<file path="config.mk">
export PLATFORM = sky130hd
export DESIGN_NAME = b2c_front
export DESIGN_NICKNAME = d
export VERILOG_FILES = /design/src/sv/bitplane_to_chunky_converter_unit_defines.svh /design/src/sv/b2c_pkg.sv /design/src/sv/b2c_front.sv
export SDC_FILE = /design/constraint.sdc
export NUM_CORES = 1
export LEC_CHECK = 0
export ABC_CLOCK_PERIOD_IN_PS = 6200
export BUFFER_PORTS_ARGS = -buffer_cell sky130_fd_sc_hd__buf_2
export CORE_MARGIN = 2
export CORE_UTILIZATION = 45
export DETAILED_ROUTE_END_ITERATION = 10
export HOLD_SLACK_MARGIN = 0.03
export PLACE_DENSITY = 0.8
export SYNTH_ARGS = -nofsm -noshare
export SYNTH_HDL_FRONTEND = slang
export SYNTH_SLANG_ARGS = --single-unit
export TNS_END_PERCENT = 1
</file>
<file path="constraint.sdc">
create_clock -name clk -period 6.2 [get_ports clk]
set_input_delay 0 -clock clk [delete_from_list [all_inputs] [get_ports clk]]
set_output_delay 0 -clock clk [all_outputs]
set_load 0.1 [all_outputs]
</file>
<file path="src/sv/bitplane_to_chunky_converter_unit_defines.svh">
// ----------------------------------------------------------------------------
// Bitplane to chunky converter assertion macros
// Shared concurrent assertion forms, clocked on clk and disabled in reset.
// ----------------------------------------------------------------------------
`ifndef BITPLANE_TO_CHUNKY_CONVERTER_UNIT_DEFINES_SVH
`define BITPLANE_TO_CHUNKY_CONVERTER_UNIT_DEFINES_SVH

// Consequent must hold in the same cycle as the antecedent.
`define B2C_ASSERT_HOLD(name, ante, cons) \
  name: assert property (@(posedge clk) disable iff (rst) (ante) |-> (cons)) \
    else $error("b2c assertion failed");

// Consequent must hold in the cycle after the antecedent.
`define B2C_ASSERT_NEXT(name, ante, cons) \
  name: assert property (@(posedge clk) disable iff (rst) (ante) |=> (cons)) \
    else $error("b2c assertion failed");

`endif

</file>
<file path="src/sv/b2c_pkg.sv">
// ----------------------------------------------------------------------------
// b2c_pkg
// Constants, register indexes and shared types of the bitplane converter.
// ----------------------------------------------------------------------------
`default_nettype none

package b2c_pkg;

  localparam int MAX_WIDTH    = 1024;
  localparam int MAX_PLANES   = 8;
  localparam int HEIGHT_LIMIT = 1024;

  localparam int ROW_STRIDE  = ((MAX_WIDTH + 15) / 16) * 2;
  localparam int STORE_LANES = (MAX_PLANES > 1) ? MAX_PLANES - 1 : 1;
  localparam int STORE_W     = STORE_LANES * 8;

  localparam int BP_W    = (ROW_STRIDE > 1) ? $clog2(ROW_STRIDE) : 1;
  localparam int PLANE_W = (MAX_PLANES > 1) ? $clog2(MAX_PLANES) : 1;
  localparam int ROW_W   = $clog2(HEIGHT_LIMIT);
  localparam int DIM_W   = 11;
  localparam int PL_W    = 4;
  localparam int RB_W    = $clog2(ROW_STRIDE + 1);
  localparam int SH_W    = 2;
  localparam int N_W     = 4;
  localparam int IDX_W   = 3;
  localparam int CMP_W   = ((BP_W + 4) > (DIM_W + 1)) ? BP_W + 4 : DIM_W + 1;
  localparam int PC_W    = PL_W + 1;

  localparam int PADDR_W    = 5;
  localparam int APB_DATA_W = 32;
  localparam int REG_IDX_W  = 3;

  localparam logic [REG_IDX_W-1:0] REG_IMAGE_WIDTH  = 3'd0;
  localparam logic [REG_IDX_W-1:0] REG_IMAGE_HEIGHT = 3'd1;
  localparam logic [REG_IDX_W-1:0] REG_FILE_PLANES  = 3'd2;
  localparam logic [REG_IDX_W-1:0] REG_USED_PLANES  = 3'd3;
  localparam logic [REG_IDX_W-1:0] REG_PACK_ENABLE  = 3'd4;

  localparam logic [DIM_W-1:0] RST_IMAGE_WIDTH  = 11'd320;
  localparam logic [DIM_W-1:0] RST_IMAGE_HEIGHT = 11'd200;
  localparam logic [PL_W-1:0]  RST_FILE_PLANES  = 4'd5;
  localparam logic [PL_W-1:0]  RST_USED_PLANES  = 4'd5;

  typedef struct packed {
    logic [DIM_W-1:0] limit;
    logic [RB_W-1:0]  rowbytes;
    logic [DIM_W-1:0] height;
    logic [PL_W-1:0]  fp;
    logic [PL_W-1:0]  up;
    logic [SH_W-1:0]  ppb_log;
  } cfg_t;

  typedef struct packed {
    logic               we;
    logic               re;
    logic [BP_W-1:0]    addr;
    logic [STORE_LANES-1:0] wbe;
    logic [STORE_W-1:0] wdata;
  } ram_req_t;

  typedef struct packed {
    logic            valid;
    logic [7:0]      data;
    logic [BP_W-1:0] bp;
    logic            last_row;
  } col_req_t;

endpackage

`default_nettype wire

</file>
<file path="src/sv/b2c_front.sv">
// ----------------------------------------------------------------------------
// b2c_front
// Input side: position counters, line store writes and column read requests.
// ----------------------------------------------------------------------------
`default_nettype none

module b2c_front import b2c_pkg::*; (
  input  logic       clk,
  input  logic       rst,
  input  cfg_t       cfg,
  input  logic       in_valid,
  output logic       in_ready,
  input  logic [7:0] in_data,
  input  logic       col_take,
  output col_req_t   col,
  output ram_req_t   ram_req
);

  logic [BP_W-1:0]    bp;
  logic [PLANE_W-1:0] plane;
  logic [ROW_W-1:0]   row;
  logic               col_valid;
  logic [7:0]         col_data;
  logic [BP_W-1:0]    col_bp;
  logic               col_last_row;
  logic               accept;
  logic               last_plane;
  logic               last_row;
  logic               last_byte;

  assign in_ready   = !col_valid || col_take;
  assign accept     = in_valid && in_ready;
  assign last_plane = ((PC_W)'(plane) + (PC_W)'(1)) >= (PC_W)'(cfg.fp);
  assign last_row   = ((DIM_W + 1)'(row) + (DIM_W + 1)'(1)) >= (DIM_W + 1)'(cfg.height);
  assign last_byte  = ((RB_W + 1)'(bp) + (RB_W + 1)'(1)) >= (RB_W + 1)'(cfg.rowbytes);

  always_ff @(posedge clk) begin
    if (rst) begin
      bp        <= '0;
      plane     <= '0;
      row       <= '0;
      col_valid <= 1'b0;
    end else begin
      if (accept) begin
        if (last_byte) begin
          bp <= '0;
          if (last_plane) begin
            plane <= '0;
            row   <= last_row ? '0 : row + ROW_W'(1);
          end else begin
            plane <= plane + PLANE_W'(1);
          end
        end else begin
          bp <= bp + BP_W'(1);
        end
      end
      if (accept && last_plane) begin
        col_valid <= 1'b1;
      end else if (col_take) begin
        col_valid <= 1'b0;
      end
    end
  end

  always_ff @(posedge clk) begin
    if (accept && last_plane) begin
      col_data     <= in_data;
      col_bp       <= bp;
      col_last_row <= last_row;
    end
  end

  always_comb begin
    col.valid    = col_valid;
    col.data     = col_data;
    col.bp       = col_bp;
    col.last_row = col_last_row;

    ram_req.we    = accept && !last_plane;
    ram_req.re    = accept && last_plane;
    ram_req.addr  = bp;
    ram_req.wbe   = (STORE_LANES)'(1) << plane;
    ram_req.wdata = {STORE_LANES{in_data}};
  end

endmodule

`default_nettype wire

</file>
==> flow_summary.json <==
{
  "post-route-util_pct": 53.49,
  "yosysMostFrequentCell": "buf_4",
  "root_buffer": "clkbuf_8",
  "io_pins": 142,
  "critPathMaxStageDelay_ns": 0.50,
  "yosys_warnings": 0,
  "r2r_cells": 12,
  "maxCapViolCount": 0,
  "hpwl_um": 4125,
  "post_cts_buffers": 0,
  "whs_endpoint": "col_valid$_SDFFE_PP0P_",
  "area_growth_syn_to_layout_pct": 16.16,
  "synthCells": 288,
  "maxSlewHeadroom_pct": 55.03,
  "avgRoutedWirePerCell_um": 12.07,
  "core_area_mm2": 0.005886,
  "yosysTopAreaCell": "edfxtp_1",
  "initial_utilization_pct": 46.05,
  "peakVddDrop_mv": 0.1812,
  "drive_above_1_share_pct": 39.24,
  "cp_slowest_cell": "a211oi_4",
  "hold_class": "in -> reg",
  "rr_endpoint": "row[5]$_SDFFE_PP0P_",
  "start_kind": "flip-flop",
  "clock_skew_ns": 0.002667,
  "die-area_mm2": 0.006659,
  "async_flop_share_pct": 0,
  "worst-r2r-setup-slack_ns": 3.06,
  "cts_buffers": 5,
  "path_cells": "ha_1 > nand3_1 > inv_1 > nand3_1 > xnor2_1 > ha_1 > a21o_1 > a221oi_2 > o21ai_2 > a211oi_4 > nand2_4 > o31ai_2",
  "worstPathArrival_ns": 3.34,
  "syn_avg_cell_area_um2": 9.410,
  "fin_crit_sh_pct": 50.65,
  "grt.overflow.total": 0,
  "status": "finished clean",
  "grt_pass1_vias": 1752,
  "hold_violations": 0,
  "synth_edf_count": 16,
  "synth_area_leaders": "edfxtp_1 18%, buf_4 16%, dfxtp_1 16%",
  "first_iter_violations": 57,
  "firstDrtPassIters": 4,
  "clockBufferDepth": 2,
  "fillers": 568,
  "r2r_start": "row[0]$_SDFFE_PP0P_",
  "num_rows": 28,
  "power_density_mw_per_mm2": 213.9,
  "routabilityCongestion": 0.7886,
  "dr_total_vias": 2049,
  "synthFlopType": "dfxtp_1",
  "die_y_um": 81.61,
  "fin_crit_ns": 3.140,
  "seq_area_frac_synth_pct": 33.24,
  "vias_per_cell": 4.636,
  "grt_max_degree": 18,
  "wl_um": 5336,
  "ctsResizeCount": 0,
  "ys_ff_latch": 37,
  "nets": 448,
  "fmax_mhz": 318.4,
  "port_buffers": 124,
  "antenna_found_initial": 0,
  "p_leak_nw": 1.652,
  "htree_levels": 2,
  "ys_top_cells_by_count": "58 x buf_4, 30 x ha_1, 29 x inv_1, 22 x nand2_1, 21 x dfxtp_1",
  "tns_ns": 0,
  "die_w_um": 81.61,
  "cts_sinks": 37,
  "finalMaxSlewViolations": 0,
  "setup_violations": 0,
  "ys_types": 40,
  "grtUsageTotal_pct": 15.30,
  "syn_area_mm2": 0.002710,
  "worstHoldStart": "col_take",
  "rsz0062_at_grt": "no",
  "worstPathRequired_ns": 6.40,
  "worstPathMaxFanout": 8,
  "cts_tree": "built",
  "ant_nets": 0,
  "antenna_cells": 0,
  "min_path_cells": 3,
  "critical_path_class": "reg -> reg",
  "drc": 0,
  "clk_latency_ns": 0.28,
  "grt_pass1_wl_um": 7886,
  "clk_pin_slew_worst_paths_ns": 0.07,
  "synthesis.nets": 370,
  "cp-end-kind": "flip-flop",
  "hold_buffers": 9,
  "synth_top_area_share_pct": 17.73,
  "worst_pin_slew_ns": 0.6738
}
-- logic make-up after synthesis --
family          Yosys count  synth area share [%]
buf+inv                  91                 20.73
simple gates             71                 13.11
flops                    37                 33.24
compound gates           40                 12.93
fa+ha+maj                30                 13.85
xor+xnor                 19                 6.140
-- worst max-delay path: cells and delay by family (launching register included) --
family | cells | cell delay, ns
AOI/OAI and AO/OA | 5 | 1.29
xor gates and xnor gates | 1 | 0.22
adders and majority gates | 2 | 0.55
buffers and inverters | 1 | 0.14
DFF | 1 | 0.43
and+or+nand+nor | 3 | 0.42
-- state kept, by name, summed over array words and instances, names as in the netlist --
register	count
row	10
col_last_row	1
col_valid	1
bp	7
plane	3
col_data	8
col_bp	7
-- report_power, final --
group	switching, mW	total [mW]	internal [mW]
Combinational	0.208	0.250	0.0415
Clock	0.0858	0.163	0.0776
Sequential	0.00286	0.260	0.257
Total	0.297	0.673	0.376
-- metal layers --
metal | track usage (%) | wire length, µm | vias to the layer above
li1 | - | - | 1067
met2 | 27.21 | 2763 | 50
met1 | 18.86 | 2289 | 930
met5 | 0 | 0 | -
met3 | 3.077 | 248 | 2
met4 | 4.000 | 34 | 0
-- cell usage in the layout (no fill, tap or decap), drive strengths merged --
cell / netlist / routed
buf: 60 / 124
ha: 30 / 30
inv: 29 / 29
nand2: 23 / 23
dfxtp: 21 / 21
edfxtp: 16 / 16
nor2: 14 / 14
a21oi: 11 / 11
xor2: 10 / 10
nand3: 9 / 9
xnor2: 9 / 9
dlygate4sd3: 0 / 9
and2: 5 / 5
a32o: 5 / 5
clkbuf: 2 / 5
nand2b: 5 / 5
and3: 5 / 5
o21ai: 5 / 5
a21o: 4 / 4
o31ai: 4 / 4
nor3: 3 / 3
nor2b: 3 / 3
a2111oi: 3 / 3
o21a: 2 / 2
or3: 2 / 2
clkinv: 0 / 2
a31oi: 2 / 2
a221oi: 1 / 1
nand4: 1 / 1
nand4b: 1 / 1
a211oi: 1 / 1
a22oi: 1 / 1
o22ai: 1 / 1
clkinvlp: 0 / 1
-- stage by stage --
step	setup slack (ns)	cell area (µm²)	instances	power, mW	hold slack [ns]
floorplan	3.057	2710	288	0.4975	0.09887
global placement	3.196	2972	425	0.5098	0.2440
detailed placement	3.109	2972	425	0.5118	0.2546
CTS	3.057	3148	442	0.6798	0.09528
global route	2.823	3148	442	0.7004	0.1047
finish	3.060	3148	442	0.6734	0.09973
-- worst max-delay path by stage --
stage	cells past startpoint	endpoint	start
floorplan	11	row[5]$_SDFFE_PP0P_	bp[0]$_SDFFE_PP0P_
global placement	12	row[5]$_SDFFE_PP0P_	row[0]$_SDFFE_PP0P_
detailed placement	12	row[3]$_SDFFE_PP0P_	row[0]$_SDFFE_PP0P_
CTS	8	ram_req[70]	plane[0]$_SDFFE_PP0P_
global route	12	row[5]$_SDFFE_PP0P_	row[0]$_SDFFE_PP0P_
finish	12	row[5]$_SDFFE_PP0P_	row[0]$_SDFFE_PP0P_
-- cell type report --
type,instances,area (µm²),share of cell area (%)
Sequential cell,37,900.9,28.62
Timing Repair Buffer,133,710.7,22.58
Clock inverter,3,17.52,0.5564
Tap cell,75,93.84,2.981
Inverter,29,108.9,3.458
Clock buffer,5,68.82,2.186
Multi-Input combinational cell,160,1247,39.63
(Power assumes the default switching activity.)
