File: src/sv/bitplane_to_chunky_converter_unit_defines.svh
// ----------------------------------------------------------------------------
// Bitplane to chunky converter assertion macros
// Shared concurrent assertion forms, clocked on clk and disabled in reset.
// ----------------------------------------------------------------------------
`ifndef BITPLANE_TO_CHUNKY_CONVERTER_UNIT_DEFINES_SVH
`define BITPLANE_TO_CHUNKY_CONVERTER_UNIT_DEFINES_SVH

// Consequent must hold in the same cycle as the antecedent.
`define B2C_ASSERT_HOLD(name, ante, cons) \
  name: assert property (@(posedge clk) disable iff (rst) (ante) |-> (cons)) \
    else $error("b2c assertion failed");

// Consequent must hold in the cycle after the antecedent.
`define B2C_ASSERT_NEXT(name, ante, cons) \
  name: assert property (@(posedge clk) disable iff (rst) (ante) |=> (cons)) \
    else $error("b2c assertion failed");

`endif

File: src/sv/b2c_pkg.sv
// ----------------------------------------------------------------------------
// b2c_pkg
// Constants, register indexes and shared types of the bitplane converter.
// ----------------------------------------------------------------------------
`default_nettype none

package b2c_pkg;

  localparam int MAX_WIDTH    = 1024;
  localparam int MAX_PLANES   = 8;
  localparam int HEIGHT_LIMIT = 1024;

  localparam int ROW_STRIDE  = ((MAX_WIDTH + 15) / 16) * 2;
  localparam int STORE_LANES = (MAX_PLANES > 1) ? MAX_PLANES - 1 : 1;
  localparam int STORE_W     = STORE_LANES * 8;

  localparam int BP_W    = (ROW_STRIDE > 1) ? $clog2(ROW_STRIDE) : 1;
  localparam int PLANE_W = (MAX_PLANES > 1) ? $clog2(MAX_PLANES) : 1;
  localparam int ROW_W   = $clog2(HEIGHT_LIMIT);
  localparam int DIM_W   = 11;
  localparam int PL_W    = 4;
  localparam int RB_W    = $clog2(ROW_STRIDE + 1);
  localparam int SH_W    = 2;
  localparam int N_W     = 4;
  localparam int IDX_W   = 3;
  localparam int CMP_W   = ((BP_W + 4) > (DIM_W + 1)) ? BP_W + 4 : DIM_W + 1;
  localparam int PC_W    = PL_W + 1;

  localparam int PADDR_W    = 5;
  localparam int APB_DATA_W = 32;
  localparam int REG_IDX_W  = 3;

  localparam logic [REG_IDX_W-1:0] REG_IMAGE_WIDTH  = 3'd0;
  localparam logic [REG_IDX_W-1:0] REG_IMAGE_HEIGHT = 3'd1;
  localparam logic [REG_IDX_W-1:0] REG_FILE_PLANES  = 3'd2;
  localparam logic [REG_IDX_W-1:0] REG_USED_PLANES  = 3'd3;
  localparam logic [REG_IDX_W-1:0] REG_PACK_ENABLE  = 3'd4;

  localparam logic [DIM_W-1:0] RST_IMAGE_WIDTH  = 11'd320;
  localparam logic [DIM_W-1:0] RST_IMAGE_HEIGHT = 11'd200;
  localparam logic [PL_W-1:0]  RST_FILE_PLANES  = 4'd5;
  localparam logic [PL_W-1:0]  RST_USED_PLANES  = 4'd5;

  typedef struct packed {
    logic [DIM_W-1:0] limit;
    logic [RB_W-1:0]  rowbytes;
    logic [DIM_W-1:0] height;
    logic [PL_W-1:0]  fp;
    logic [PL_W-1:0]  up;
    logic [SH_W-1:0]  ppb_log;
  } cfg_t;

  typedef struct packed {
    logic               we;
    logic               re;
    logic [BP_W-1:0]    addr;
    logic [STORE_LANES-1:0] wbe;
    logic [STORE_W-1:0] wdata;
  } ram_req_t;

  typedef struct packed {
    logic            valid;
    logic [7:0]      data;
    logic [BP_W-1:0] bp;
    logic            last_row;
  } col_req_t;

endpackage

`default_nettype wire

File: src/sv/b2c_emit.sv
// ----------------------------------------------------------------------------
// b2c_emit
// Gathers a byte column into chunky pixels, packs them and sends the words.
// ----------------------------------------------------------------------------
`default_nettype none
`include "bitplane_to_chunky_converter_unit_defines.svh"

module b2c_emit import b2c_pkg::*; (
  input  logic               clk,
  input  logic               rst,
  input  cfg_t               cfg,
  input  col_req_t           col,
  input  logic [STORE_W-1:0] rdata,
  output logic               col_take,
  output logic               out_valid,
  input  logic               out_ready,
  output logic [7:0]         out_data,
  output logic               out_last,
  output logic [1:0]         out_user
);

  logic [7:0]       src [MAX_PLANES];
  logic [7:0]       pix [8];
  logic [7:0]       word [8];
  logic [CMP_W-1:0] base;
  logic [CMP_W-1:0] lim;
  logic [CMP_W-1:0] diff;
  logic             in_row;
  logic [N_W-1:0]   nvalid;
  logic [N_W-1:0]   n_words;
  logic             col_row_end;

  logic             em_valid;
  logic [7:0]       em_word [8];
  logic [N_W-1:0]   em_n;
  logic [IDX_W-1:0] em_idx;
  logic             em_re;
  logic             em_lr;
  logic             em_last;
  logic             free;

  always_comb begin
    for (int p = 0; p < MAX_PLANES; p++) begin
      src[p] = '0;
    end
    for (int p = 0; p < STORE_LANES; p++) begin
      src[p] = rdata[p*8 +: 8];
    end
    for (int p = 0; p < MAX_PLANES; p++) begin
      if ((PC_W)'(p) + (PC_W)'(1) == (PC_W)'(cfg.fp)) begin
        src[p] = col.data;
      end
    end

    for (int k = 0; k < 8; k++) begin
      pix[k] = '0;
      for (int p = 0; p < MAX_PLANES; p++) begin
        pix[k][p] = ((PC_W)'(p) < (PC_W)'(cfg.up)) && src[p][7-k];
      end
    end

    for (int g = 0; g < 8; g++) begin
      word[g] = '0;
    end
    unique case (cfg.ppb_log)
      2'd0: begin
        for (int k = 0; k < 8; k++) begin
          word[k] = pix[k];
        end
      end
      2'd1: begin
        for (int g = 0; g < 4; g++) begin
          for (int s = 0; s < 2; s++) begin
            word[g][4*s +: 4] = pix[2*g+s][3:0];
          end
        end
      end
      2'd2: begin
        for (int g = 0; g < 2; g++) begin
          for (int s = 0; s < 4; s++) begin
            word[g][2*s +: 2] = pix[4*g+s][1:0];
          end
        end
      end
      2'd3: begin
        for (int s = 0; s < 8; s++) begin
          word[0][s] = pix[s][0];
        end
      end
    endcase

    base   = (CMP_W)'({col.bp, 3'b000});
    lim    = (CMP_W)'(cfg.limit);
    diff   = lim - base;
    in_row = lim > base;
    if (!in_row) begin
      nvalid = '0;
    end else if (diff >= (CMP_W)'(8)) begin
      nvalid = N_W'(8);
    end else begin
      nvalid = N_W'(diff);
    end
    n_words     = nvalid >> cfg.ppb_log;
    col_row_end = in_row && (lim <= base + (CMP_W)'(8));
  end

  assign em_last  = ((N_W)'(em_idx) + (N_W)'(1)) == em_n;
  assign free     = !em_valid || (out_ready && em_last);
  assign col_take = col.valid && free;

  always_ff @(posedge clk) begin
    if (rst) begin
      em_valid <= 1'b0;
      em_idx   <= '0;
    end else if (col_take) begin
      em_valid <= n_words != '0;
      em_idx   <= '0;
    end else if (em_valid && out_ready) begin
      if (em_last) begin
        em_valid <= 1'b0;
      end else begin
        em_idx <= em_idx + IDX_W'(1);
      end
    end
  end

  always_ff @(posedge clk) begin
    if (col_take) begin
      em_word <= word;
      em_n    <= n_words;
      em_re   <= col_row_end;
      em_lr   <= col.last_row;
    end
  end

  assign out_valid   = em_valid;
  assign out_data    = em_word[em_idx];
  assign out_last    = em_last;
  assign out_user[0] = em_re && em_last;
  assign out_user[1] = em_re && em_lr && em_last;

  `B2C_ASSERT_HOLD(a_idx_in_range, em_valid, (N_W)'(em_idx) < em_n)
  `B2C_ASSERT_NEXT(a_stall_holds, em_valid && !out_ready,
                   em_valid && $stable(em_idx) && $stable(out_data))
  `B2C_ASSERT_HOLD(a_image_end_on_row_end, out_valid && out_user[1],
                   out_user[0] && out_last)
  `B2C_ASSERT_NEXT(a_take_loads, col_take && (n_words != '0),
                   em_valid && (em_idx == '0))

endmodule

`default_nettype wire

File: config.mk
export PLATFORM = sky130hd
export DESIGN_NAME = b2c_emit
export DESIGN_NICKNAME = d
export VERILOG_FILES = /design/src/sv/b2c_pkg.sv /design/src/sv/b2c_emit.sv
export VERILOG_INCLUDE_DIRS = /design/src /design/src/sv
export SDC_FILE = /design/constraint.sdc
export NUM_CORES = 1
export LEC_CHECK = 0
export BUFFER_PORTS_ARGS = -buffer_cell sky130_fd_sc_hd__buf_2
export CAP_MARGIN = 30
export CORE_MARGIN = 2
export CORE_UTILIZATION = 49
export DETAILED_ROUTE_END_ITERATION = 7
export PLACE_DENSITY = 0.77
export SYNTH_ARGS = -nofsm -noshare
export SYNTH_HDL_FRONTEND = slang
export SYNTH_SLANG_ARGS = --single-unit
export TNS_END_PERCENT = 1
File: constraint.sdc
create_clock -name clk -period 4.9 [get_ports clk]
set_clock_uncertainty 0.2 [all_clocks]
set_input_delay 0.49 -clock clk [delete_from_list [all_inputs] [get_ports clk]]
set_output_delay 0.49 -clock clk [all_outputs]
set_load 0.01 [all_outputs]
==> flow_summary.rst <==
.. list-table::
   :header-rows: 1

   * - Metric
     - Value
   * - Maximum number of pins on one net before global-route repair
     - 72
   * - Proportion of synthesized chip area in sequential cells
     - 42.5%
   * - Setup tns final
     - 0 ps
   * - Count of endpoints failing setup in the final report
     - 0
   * - Total stage count of the critical path
     - 8
   * - Power Dens Cells
     - 272 mW/mm²
   * - Critical-path maximum fanout
     - 21
   * - Slew margin rel.
     - 39.4%
   * - Number of hold-repair buffers added at the cts stage
     - 0
   * - Synthesized area divided by synthesized cell count
     - 10.6 µm²
   * - R2R cell count
     - 8
   * - Later-pin clock latency in the skew report
     - 350 ps
   * - Maximum level of the CTS H-tree
     - 3
   * - Yosys reg bits
     - 74
   * - Outcome
     - finished, final reports clean
   * - Via count of the first global-routing pass
     - 4300
   * - Slew at the pin closest to its max-slew limit
     - 901 ps
   * - Routability congestion estimate
     - 0.864
   * - First-pass iteration count of the detailed router
     - 5
   * - Final critical-path share of the clock period
     - 67.5%
   * - Die area
     - 0.0113 mm²
   * - Launching instance or port of the critical path
     - em_idx[0]$_SDFFE_PP0P_
   * - Endpoint of the worst-slack reg-to-reg timing path
     - em_word[35]$_DFFE_PP_
   * - Portion of synthesized cell area occupied by the leading cell type
     - 40.9%
   * - Kind of start point of the critical path
     - flop
   * - Area inside the core boundary
     - 0.0102 mm²
   * - Non-filler instance count after layout
     - 725
   * - Total standard cell area after synthesis
     - 0.00514 mm²
   * - Die W
     - 106 µm
   * - Largest incremental delay on the critical path
     - 360 ps
   * - Area growth from synthesis to layout
     - 17.0%
   * - Overflow left after global routing
     - 0
   * - CP arrival
     - 2620 ps
   * - Most used DFF post-synth
     - sky130_fd_sc_hd__edfxtp_1
   * - Layout cell share with drive strength beyond 1
     - 29.2%
   * - Antenna Cells
     - 0
   * - Largest buffer count on any clock path
     - 2
   * - Slowest cell on crit path
     - sky130_fd_sc_hd__buf_4
   * - Critical path capture point
     - col_take
   * - Area contributors post-synth
     - sky130_fd_sc_hd__edfxtp_1 (41%), sky130_fd_sc_hd__mux2i_1 (9.7%), sky130_fd_sc_hd__mux4_2 (7.0%), sky130_fd_sc_hd__ha_1 (4.1%), sky130_fd_sc_hd__nor2_1 (3.6%)
   * - Remaining antenna violation count after routing
     - 0
   * - Most area-hungry cell type in the Yosys netlist
     - sky130_fd_sc_hd__edfxtp_1
   * - Setup repair after global routing missed its margin
     - false
   * - PnR Total Power
     - 1.63 mW
   * - Cell family with most CP delay
     - buffers and inverters
   * - Type of the worst setup path
     - flop to primary output
   * - Most frequent cells in the layout
     - sky130_fd_sc_hd__buf_2 (109), sky130_fd_sc_hd__edfxtp_1 (70), sky130_fd_sc_hd__mux2i_1 (50), sky130_fd_sc_hd__nor2_1 (49), sky130_fd_sc_hd__nand2_1 (47)
   * - Count of routing violations after the opening detailed-route iteration
     - 325
   * - PostCTS Resize Cnt
     - 0
   * - Number of hold violations in the final report
     - 0
   * - Clock sink count
     - 74
   * - Post-route DRC violation count
     - 0
   * - Max Cap Viol
     - 0
   * - Final slew viol count
     - 0
   * - Worst hold path type
     - input port to flop
   * - Min Tclk post-route
     - 3310 ps
   * - Syn nets
     - 619
   * - DR vias/cell
     - 5.90
   * - Critical path required time
     - 4210 ps
   * - Commonest non-fill, non-tap cell in the layout
     - sky130_fd_sc_hd__buf_2
   * - Number of clock buffers inserted by TritonCTS
     - 9
   * - Number of synthesized flops with an enable pin
     - 70
   * - Distinct cell type count of the synthesized netlist
     - 65
   * - Post-layout nets
     - 718
   * - Average wire per cell in the routed design
     - 18.4 µm
   * - Post-route worst setup slack
     - 1590 ps
   * - Ys Warns
     - 0
   * - TritonCTS clock tree
     - built
   * - Asr flop ratio synth
     - 0%
   * - Synthesized instance count
     - 485
   * - Fill cells
     - 870
   * - First-pass GRT wire length
     - 21300 µm
   * - Highest Clock Rate
     - 303 MHz
   * - DP HPWL
     - 9590 µm
   * - Number of buffer cells added on primary ports
     - 109
   * - Global Route Usage Sum
     - 24.5%
   * - Reg-to-reg slack, setup
     - 1880 ps
   * - Num ports
     - 129
   * - Master cell of the clock root buffer
     - sky130_fd_sc_hd__clkbuf_8
   * - Critical register-to-register path startpoint
     - em_idx[0]$_SDFFE_PP0P_
   * - Row count
     - 37
   * - Clock-pin slew on the worst setup and hold paths
     - 90 ps
   * - Number of instances in the placed design
     - 709
   * - Leak pwr
     - 2.35 nW
   * - VDD IR max
     - 0.136 mV
   * - Die height
     - 106 µm
   * - Critical path capture point type
     - primary output
   * - Initial cell density of the core
     - 50.2%
   * - Worst-path cell chain
     - buf_4 -> ha_1 -> xor2_1 -> or3_1 -> a211oi_4 -> a21boi_1 -> nor2b_4 -> buf_2
   * - Post-Route WL
     - 13400 µm
   * - Buffers inserted by post-CTS timing repair
     - 0
   * - Initial antenna violation count
     - 0
   * - Total via count in the routed design
     - 4280
   * - Crit path buf inv count
     - 2
   * - Pre-CTS setup slack
     - 1690 ps
-- power by group --
part           internal [mW]  leakage [nW]  switching, mW  total (mW)
combinational          0.154          1.53          0.205       0.360
clock                  0.244        0.0988          0.257       0.501
sequential             0.759         0.724         0.0134       0.773
total                   1.16          2.35          0.476        1.63
-- Yosys cell counts, types with 12 or more instances --
library cell,n
sky130_fd_sc_hd__inv_1,12
sky130_fd_sc_hd__clkbuf_1,16
sky130_fd_sc_hd__o21ai_0,13
sky130_fd_sc_hd__mux4_2,16
sky130_fd_sc_hd__and2_1,12
sky130_fd_sc_hd__edfxtp_1,70
sky130_fd_sc_hd__a21oi_1,34
sky130_fd_sc_hd__ha_1,17
sky130_fd_sc_hd__mux2i_1,50
sky130_fd_sc_hd__nor2_1,49
sky130_fd_sc_hd__nand2_1,47
-- area by class of cell --
type	count	area, µm²	area share, %
Tap cell	136	170	2.83
Timing Repair Buffer	115	603	10.0
Clock buffer	9	124	2.06
Clock inverter	7	82.6	1.37
Inverter	12	45.0	0.749
Sequential cell	74	2180	36.3
Multi-Input combinational cell	372	2800	46.6
-- cell families (layout without fill, tap and decap cells) --
| logic type | count (synthesis) | after routing | share of synthesized area (%) |
|---|---|---|---|
| compound gates | 90 | 90 | 11.1 |
| xor+xnor | 13 | 13 | 2.22 |
| fa+ha+maj | 18 | 18 | 4.53 |
| buf+inv | 39 | 143 | 3.19 |
| flops | 74 | 74 | 42.5 |
| mux | 78 | 78 | 19.5 |
| simple gates | 173 | 173 | 17.0 |
-- metal layers --
metal	wire, µm	GRT usage [%]	vias to the layer above	share of wire [%]
met5	0	0	-	0
met2	6590	41.5	191	49
met3	1120	5.09	32	8.4
li1	-	-	2016	-
met4	337	8.18	0	2.5
met1	5320	31.2	2041	40
-- through the flow --
stage	hold WS, ps	utilization [%]	area, µm²
final	110	58.8	6010
after global routing	102	58.8	6010
after CTS	100	58.8	6010
after detailed placement	431	56.7	5800
after global placement	411	56.7	5800
after floorplan	389	-	5140
-- worst reg2reg max path, stage by stage (launching register included) --
cell	delay (ps)
sky130_fd_sc_hd__dfxtp_1	320
sky130_fd_sc_hd__buf_4	360
sky130_fd_sc_hd__ha_1	270
sky130_fd_sc_hd__xor2_1	90
sky130_fd_sc_hd__or3_1	350
sky130_fd_sc_hd__a211oi_4	350
sky130_fd_sc_hd__a21boi_1	190
sky130_fd_sc_hd__nor2b_4	160
sky130_fd_sc_hd__buf_12	320
-- worst min path at each step --
| stage | cells after the start | slack [ps] | to | from |
|---|---|---|---|---|
| after floorplan | 0 | 390 | em_lr$_DFFE_PP_ | col[0] |
| after global placement | 3 | 410 | em_idx[1]$_SDFFE_PP0P_ | out_valid$_SDFFE_PP0P_ |
| after detailed placement | 3 | 430 | em_idx[1]$_SDFFE_PP0P_ | out_valid$_SDFFE_PP0P_ |
| after CTS | 1 | 100 | em_lr$_DFFE_PP_ | col[0] |
| after global routing | 1 | 100 | em_lr$_DFFE_PP_ | col[0] |
| final | 1 | 110 | em_lr$_DFFE_PP_ | col[0] |
-- registers in the layout, indices dropped and copies added (netlist names) --
signal	flops
em_n	4
em_lr	1
out_valid	1
em_idx	3
em_word	64
em_re	1
No activity file was read; power rests on OpenSTA's default activity.
