`src/sv/bitplane_to_chunky_converter_unit_defines.svh`:
```
// ----------------------------------------------------------------------------
// Bitplane to chunky converter assertion macros
// Shared concurrent assertion forms, clocked on clk and disabled in reset.
// ----------------------------------------------------------------------------
`ifndef BITPLANE_TO_CHUNKY_CONVERTER_UNIT_DEFINES_SVH
`define BITPLANE_TO_CHUNKY_CONVERTER_UNIT_DEFINES_SVH

// Consequent must hold in the same cycle as the antecedent.
`define B2C_ASSERT_HOLD(name, ante, cons) \
  name: assert property (@(posedge clk) disable iff (rst) (ante) |-> (cons)) \
    else $error("b2c assertion failed");

// Consequent must hold in the cycle after the antecedent.
`define B2C_ASSERT_NEXT(name, ante, cons) \
  name: assert property (@(posedge clk) disable iff (rst) (ante) |=> (cons)) \
    else $error("b2c assertion failed");

`endif

```
`src/sv/b2c_ram.sv`:
```
// ----------------------------------------------------------------------------
// b2c_ram
// Generic simple dual-port RAM with byte write enables and registered read.
// ----------------------------------------------------------------------------
`default_nettype none

module b2c_ram #(
  parameter int WIDTH = 8,
  parameter int DEPTH = 16
) (
  input  logic                     clk,
  input  logic                     we,
  input  logic [$clog2(DEPTH)-1:0] waddr,
  input  logic [WIDTH/8-1:0]       wbe,
  input  logic [WIDTH-1:0]         wdata,
  input  logic                     re,
  input  logic [$clog2(DEPTH)-1:0] raddr,
  output logic [WIDTH-1:0]         rdata
);

  logic [WIDTH-1:0] mem [DEPTH];

  always_ff @(posedge clk) begin
    if (we) begin
      for (int i = 0; i < WIDTH / 8; i++) begin
        if (wbe[i]) begin
          mem[waddr][i*8 +: 8] <= wdata[i*8 +: 8];
        end
      end
    end
    if (re) begin
      rdata <= mem[raddr];
    end
  end

endmodule

`default_nettype wire

```
`config.mk`:
```
export PLATFORM = sky130hd
export DESIGN_NAME = b2c_ram
export DESIGN_NICKNAME = d
export VERILOG_FILES = /design/src/sv/bitplane_to_chunky_converter_unit_defines.svh /design/src/sv/b2c_ram.sv
export SDC_FILE = /design/constraint.sdc
export NUM_CORES = 1
export LEC_CHECK = 0
export BUFFER_PORTS_ARGS = -buffer_cell sky130_fd_sc_hd__buf_2
export CORE_MARGIN = 2
export CORE_UTILIZATION = 30
export DETAILED_ROUTE_END_ITERATION = 6
export HOLD_SLACK_MARGIN = 0.08
export PLACE_DENSITY = 0.57
export SYNTH_ARGS = -nofsm -noshare
export SYNTH_HDL_FRONTEND = slang
export SYNTH_SLANG_ARGS = --single-unit
```
`constraint.sdc`:
```
create_clock -name clk -period 1.6 [get_ports clk]
set_input_delay 0.24 -clock clk [delete_from_list [all_inputs] [get_ports clk]]
set_output_delay 0.24 -clock clk [all_outputs]
set_load 0.005 [all_outputs]
```
==> results of run 1 <==
==> registers in the layout (all words and copies together) (netlist names) <==
signal,count
rdata,8
mem,128
==> layout make-up <==
type	instances	area, um^2	share of cell area (%)
clock buffers	22	444	7.05
well taps	225	282	4.47
multi-input cells	84	1070	16.9
repair buffers	53	368	5.84
flip-flops and latches	136	4080	64.8
clock inverters	6	55.1	0.874
==> cells by family after synthesis <==
group           Yosys count  share of synthesized area (%)
buf+inv                  10                           1.65
flops                   136                           78.0
compound gates           16                           2.30
mux                      32                           14.8
simple gates             36                           3.23
==> metal layers <==
metal | part of all wire (%) | up-vias | global-route usage (%) | wire length [um]
li1 | - | 1106 | - | -
met1 | 46 | 1264 | 17.5 | 4920
met2 | 46 | 80 | 18.6 | 4890
met3 | 6.0 | 15 | 3.24 | 632
met4 | 1.6 | 0 | 5.56 | 165
met5 | 0 | - | 0 | 0
==> synth_stat cells <==
| cell | number |
|---|---|
| buf_6 | 3 |
| mux4_2 | 18 |
| nor2b_1 | 1 |
| nand2b_1 | 2 |
| nand2_1 | 10 |
| a22oi_1 | 16 |
| nor2_1 | 13 |
| and2b_1 | 1 |
| mux4_1 | 14 |
| edfxtp_1 | 136 |
| nand4_1 | 1 |
| buf_4 | 1 |
| buf_2 | 3 |
| and2_1 | 1 |
| nand4b_1 | 2 |
| clkdlybuf4s25_2 | 3 |
| nor3_1 | 4 |
| or3_1 | 1 |
==> power by group through the flow <==
stage	Sequential (W)	Clock (W)	Combinational (W)
after global routing	0.00401	0.00358	0.000386
final	0.00400	0.00337	0.000348
after CTS	0.00400	0.00343	0.000359
after detailed placement	0.00408	0	0.000357
after global placement	0.00408	0	0.000349
after floorplan	0.00407	0	0.000185
==> worst paths after layout <==
| check | slack (ns) | depth (start not counted) | end | start |
|---|---|---|---|---|
| setup / recovery | 0.1 | 3 | rdata[0] | mem[5][0] |
| hold / removal | 0.21 | 1 | mem[5][4] | wdata[4] |
| setup reg to reg | 0.1 | 3 | rdata[0] | mem[5][0] |
| hold reg to reg | 0.75 | 3 | rdata[3] | mem[8][3] |
==> placed cells by master (no fill, tap or decap), types with 2 or more instances in the layout <==
cell	count
nand2b_1	2
clkinv_1	2
a22oi_1	16
buf_12	3
clkinv_2	2
edfxtp_1	136
nor2_1	13
nor3_1	3
clkbuf_16	17
mux4_2	18
clkbuf_1	5
nand2_1	10
mux4_1	14
buf_2	27
buf_4	23
nand4b_1	2
==> through the flow <==
step | hold WS [ns] | worst slack [ns] | cell area (um^2)
floorplan | 0.339 | 0.0776 | 5240
global placement | 0.623 | -0.227 | 5800
detailed placement | 0.635 | -0.257 | 5800
CTS | 0.201 | 0.0821 | 6300
global route | 0.215 | 0.0434 | 6300
finish | 0.209 | 0.0950 | 6300
==> impl_metrics.toml, run 1 <==
[die]
die_h_um = 136
initial_core_util_pct = 30.5
die_w_um = 136
rows = 48
io_pins = 28
dieArea_um2 = 18500
coreArea_um2 = 17200

[logic_synthesis]
ys_types = 18
syn_inst = 230
ys_seq_area_share_pct = 78.0
synth_top_area_share_pct = 78.0
synth_warnings = 0
syn_area_per_cell_um2 = 22.8
netlist_area_um2 = 5230
ys_ff_latch = 136
synthTopCellsByArea = "edfxtp_1, mux4_2, mux4_1"
synth_largest_area_cell = "edfxtp_1"
syn-num-nets = 250

[finish]
n_antenna_cell = 0
fin_nets = 312
n_fill_cell = 1605
area_delta_synth_final_pct = 20.4
drive_gt1_share_pct = 30.9
finalNonFillerCells = 526
fin_util_pct = 36.7

[pwr]
p_seq_share_pct = 51.8
finalPower_w = 0.00773
vdd_drop_max_mv = 0.723
switching_share_pct = 19.5
pwr-share-comb_pct = 4.5
powerDensity_nw_per_um2 = 1230
p_switching_w = 0.00151
p_int_w = 0.00622
pwr-share-clk_pct = 43.7
power.leakage_nw = 2.10

[clock_tree]
root_buffer = "clkbuf_16"
path_clk_slew_ns = 0.05
post_cts_buffers = 0
clk_latency_ns = 0.41
hold_buffers = 0
ctsResizeCount = 0
cts_tree = "yes"
htree_levels = 4
clock_path_buffers = 2
cts.sinks = 136
cts_buffers = 17

[sta]
setup-tns-final_ns = 0
hold_violations = 0
worstMarginPinSlew_ns = 0.827
rsz0062_at_grt = "false"
fmax_mhz = 664
setup_viol = 0
maxSlewHeadroom_pct = 44.8
finClkSkew_ns = 0.00713
report.final.slew_viol_count = 0
fin_crit_ns = 1.50
fin_crit_sh_pct = 94.1

[critical_path]
crit_chain = "mux4_1 > a22oi_1 > nand2_1"
critPathMaxFanout = 1
cp.required_ns = 1.75
endpoint_kind = "flip-flop"
critPathTopFamily = "multiplexers"
critPathKind = "flip-flop to flip-flop"
critPathBufInv = 0
cpMaxStageDelayCell = "mux4_1"
slowest_delay_ns = 0.56
cp-start-kind = "flip-flop"
cp.arrival_ns = 1.66

[global_route]
grt_max_degree = 25
grt_overflow = 0
grt_use_total_pct = 12.6
antenna_found_initial = 0
grt_pass1_vias = 2541
grt_first_pass_wirelength_um = 16100

[route]
wl_per_cell_um = 20.2
drc_errors = 0
via_per_inst = 4.69
drtIter0Drc = 205
firstDrtPassIters = 4
wirelength_um = 10600
ant_nets = 0
vias = 2465

[run]
cap_viol_max_count = 0

[placed_design]
place_hpwl_um = 6880
place.gp.congestion = 0.752
portBuffers = 27
dp_cells = 498

[status]
status = "finished, final reports clean"

[hold_path]
hp-class = "primary input to flip-flop"
No activity file was read; power rests on OpenSTA's default activity.
==> run 2, diff against run 1 <==
- CORE_UTILIZATION: 30 -> 46
- PLACE_DENSITY: 0.57 -> 0.75
==> impl_metrics.toml, run 2 (synthesized netlist as in run 1, its figures left out) <==
[status]
status = "finished, final reports clean"

[pwr]
powerDensity_nw_per_um2 = 1330
p_int_w = 0.00677
vdd_drop_max_mv = 0.825
switching_share_pct = 19.8
pwr-share-clk_pct = 48.3
finalPower_w = 0.00844
power.leakage_nw = 2.18
pwr-share-comb_pct = 4.3
p_seq_share_pct = 47.4
p_switching_w = 0.00167

[sta]
hold-worst-slack_ns = 0.206
setup_viol = 0
maxSlewHeadroom_pct = 48.8
fin_crit_ns = 1.53
rsz0062_at_grt = "false"
worstMarginPinSlew_ns = 0.765
finClkSkew_ns = 0.00704
report.final.slew_viol_count = 0
fin_crit_sh_pct = 95.3
fin_ws_ns = 0.0749
fmax_mhz = 656
hold_violations = 0

[die]
dieArea_um2 = 12200
io_pins = 28
coreArea_um2 = 11000
die_h_um = 111
initial_core_util_pct = 47.6
die_w_um = 111
rows = 38

[route]
drtIter0Drc = 307
firstDrtPassIters = 4
vias = 2551
drc_errors = 0
ant_nets = 0
wl_per_cell_um = 23.1
wirelength_um = 10300
via_per_inst = 5.71

[critical_path]
critical_path.startpoint = "mem[2][2]"
slowest_delay_ns = 0.52
cp.arrival_ns = 1.68
crit_chain = "mux4_1 > a22oi_1 > nand2_1"
critPathMaxFanout = 1
critPathBufInv = 0
cpMaxStageDelayCell = "mux4_1"
critPathTopFamily = "multiplexers"
cp-start-kind = "flip-flop"
timing.rr.start = "mem[2][2]"
endpoint_kind = "flip-flop"
cp.required_ns = 1.76
critPathKind = "flip-flop to flip-flop"

[finish]
n_antenna_cell = 0
finalNonFillerCells = 447
drive_gt1_share_pct = 34.5
final_cell_mix = "edfxtp_1, buf_2, buf_4, mux4_2, clkbuf_16"
fin_nets = 314
regMostFlops = "mem"
largest_reg_flops = 128
fin_util_pct = 58.0
final_common_cell = "edfxtp_1"
area_delta_synth_final_pct = 21.7
n_fill_cell = 770
top_regs = "mem: 128 flops, rdata: 8 flops"

[clock_tree]
cts.sinks = 136
cts_buffers = 17
root_buffer = "clkbuf_16"
htree_levels = 4
clk_latency_ns = 0.42
path_clk_slew_ns = 0.06
clock_path_buffers = 2
cts_tree = "yes"
post_cts_buffers = 0

[hold_path]
hold_start = "wdata[7]"
hp-class = "primary input to flip-flop"

[placed_design]
place.gp.congestion = 0.793
portBuffers = 27
dp_slack_ns = -0.224
dp_cells = 415
place_hpwl_um = 6550

[global_route]
grt_overflow = 0
grt_pass1_vias = 2683
grt_max_degree = 24
grt_first_pass_wirelength_um = 16000
antenna_found_initial = 0
grt_use_total_pct = 18.2

[run]
cap_viol_max_count = 0
[run 2: cell types whose count changed in the layout (fill, tap and decap cells not counted), sizes merged]
| cell | delta |
|---|---|
| clkbuf | -4 |
| bufinv | +3 |
| inv | +3 |
| buf | +2 |
| clkinv | +1 |
| clkinvlp | +1 |
[run 2: metal layers]
metal / share of wire [%] / track usage [%] / routed length (um)
met3: 6.8 / 5.74 / 706
met2: 49 / 28.5 / 5110
met1: 41 / 23.8 / 4290
met5: 0 / 0 / 0
met4: 2.2 / 7.58 / 227
[run 2: worst register-to-register path, delay by kind of cell, from the launching register on]
| family | cells | cell delay [ns] |
|---|---|---|
| flip-flops | 1 | 0.38 |
| AND/OR/NAND/NOR | 1 | 0.08 |
| multiplexers | 1 | 0.52 |
| AO/OA/AOI/OAI | 1 | 0.29 |
[run 2: cell type report]
class | count | area (um^2) | area share [%]
tap | 140 | 175 | 2.75
sequential | 136 | 4080 | 64.2
multi-input combinational | 84 | 1070 | 16.8
clock inverter | 14 | 198 | 3.11
clock buffer | 18 | 429 | 6.74
timing repair buffer | 55 | 408 | 6.41
[run 2: worst paths after layout]
check,endpoint,slack (ns),cells past startpoint
setup / recovery,rdata[2],0.07,3
hold / removal,mem[8][7],0.21,1
setup reg to reg,rdata[2],0.07,3
hold reg to reg,rdata[5],0.75,3
[run 2: power by group through the flow]
stage / clock, W / combinational, W / sequential, W
floorplan: 0 / 0.000185 / 0.00407
global placement: 0 / 0.000352 / 0.00407
detailed placement: 0 / 0.000364 / 0.00407
CTS: 0.00412 / 0.000370 / 0.00400
global route: 0.00428 / 0.000396 / 0.00400
finish: 0.00407 / 0.000366 / 0.00400
[run 2: repair_timing]
item	in CTS	in global routing
hold buffers	0	0
resized for setup	0	1
endpoints found under the setup margin	0	1
[run 2: per-stage QoR]
step	TNS [ns]	area [um^2]
CTS	0	6360
global route	0	6370
detailed placement	-1.19	5730
finish	0	6370
floorplan	0	5240
global placement	-1.09	5730
==> run 3, diff against run 2 <==
- CORE_ASPECT_RATIO: not set -> 0.75
- CORE_UTILIZATION: 46 -> 30
- PLACE_DENSITY: 0.75 -> 0.57
==> impl_metrics.toml, run 3 (synthesized netlist as in run 1, its figures left out) <==
[status]
status = "finished, final reports clean"

[finish]
largest_reg_flops = 128
n_fill_cell = 1532
fin_util_pct = 37.7
drive_gt1_share_pct = 31.7
final_cell_mix = "edfxtp_1, buf_2, buf_4, mux4_2, clkbuf_16"
n_antenna_cell = 0
regMostFlops = "mem"
top_regs = "mem: 128 flops, rdata: 8 flops"
area_delta_synth_final_pct = 22.0
fin_nets = 311
final_common_cell = "edfxtp_1"

[hold_path]
hold_start = "re"
hp-class = "primary input to flip-flop"

[sta]
setup_viol = 0
fmax_mhz = 690
finClkSkew_ns = 0.00650
fin_crit_ns = 1.45
worstMarginPinSlew_ns = 0.803
report.final.slew_viol_count = 0
fin_crit_sh_pct = 90.6
maxSlewHeadroom_pct = 46.3
rsz0062_at_grt = "false"
hold_violations = 0
setup-tns-final_ns = 0

[route]
vias = 2501
wirelength_um = 11300
drc_errors = 0
via_per_inst = 4.83
ant_nets = 0
drtIter0Drc = 246
firstDrtPassIters = 4
wl_per_cell_um = 21.9

[global_route]
antenna_found_initial = 0
grt_use_total_pct = 13.0
grt_max_degree = 18
grt_first_pass_wirelength_um = 16900
grt_overflow = 0
grt_pass1_vias = 2648

[critical_path]
crit_chain = "mux4_1 > a22oi_1 > nand2_1"
cp.arrival_ns = 1.60
slowest_delay_ns = 0.56
cp.required_ns = 1.76
timing.rr.start = "mem[6][2]"
cpMaxStageDelayCell = "mux4_1"
critPathKind = "flip-flop to flip-flop"
critPathBufInv = 0
critPathTopFamily = "multiplexers"
critPathMaxFanout = 1
endpoint_kind = "flip-flop"
critical_path.startpoint = "mem[6][2]"
cp-start-kind = "flip-flop"

[die]
dieArea_um2 = 18500
initial_core_util_pct = 30.9
die_h_um = 118
die_w_um = 156
io_pins = 28
coreArea_um2 = 16900
rows = 41

[placed_design]
place.gp.congestion = 0.734
place_hpwl_um = 7640
portBuffers = 27

[clock_tree]
ctsResizeCount = 0
cts_buffers = 17
path_clk_slew_ns = 0.06
cts.sinks = 136
root_buffer = "clkbuf_16"
hold_buffers = 0
clk_latency_ns = 0.41
clock_path_buffers = 2
cts_tree = "yes"
htree_levels = 4
post_cts_buffers = 0

[pwr]
powerDensity_nw_per_um2 = 1280
power.leakage_nw = 2.14
vdd_drop_max_mv = 0.714

[run]
cap_viol_max_count = 0
## run 3: stage by stage
| step | cells | cell area (um^2) | hold slack (ns) | setup slack (ns) | total power [W] |
|---|---|---|---|---|---|
| 2_1_floorplan | 230 | 5240 | 0.339 | 0.0776 | 0.00426 |
| 3_3_place_gp | 487 | 5820 | 0.629 | -0.173 | 0.00445 |
| 3_5_place_dp | 487 | 5820 | 0.626 | -0.182 | 0.00445 |
| 4_1_cts | 518 | 6390 | 0.192 | 0.135 | 0.00824 |
| 5_1_grt | 518 | 6390 | 0.203 | 0.0806 | 0.00842 |
| 6_report | 518 | 6390 | 0.206 | 0.151 | 0.00816 |
## run 3: layer usage
layer  share of wire, %  vias to the layer above  GRT usage (%)  routed length [um]
li1                   -                     1106              -                   -
met4               0.72                        0           4.13                  81
met1                 48                     1308           19.3                5390
met5                  0                        -              0                   0
met3                6.5                       10           3.37                 737
met2                 45                       77           18.8                5110
## run 3: cell type report
cell class                 count  area, um^2  area share [%]
clock buffer                  20         437            6.84
clock inverter                11         131            2.06
multi-input combinational     84        1070            16.7
sequential                   136        4080            63.9
tap                          215         269            4.21
timing repair buffer          52         398            6.23
## run 3: worst paths after layout
check,end,slack (ns),cells after the start
min,rdata[3],0.21,1
max,rdata[2],0.15,3
min reg2reg,rdata[4],0.76,3
max reg2reg,rdata[2],0.15,3
## run 3: report_power, final
part | leakage (nW) | internal (W) | switching [W]
registers | 1.23 | 0.00399 | 0.0000187
clock network | 0.272 | 0.00241 | 0.00138
logic | 0.634 | 0.000165 | 0.000204
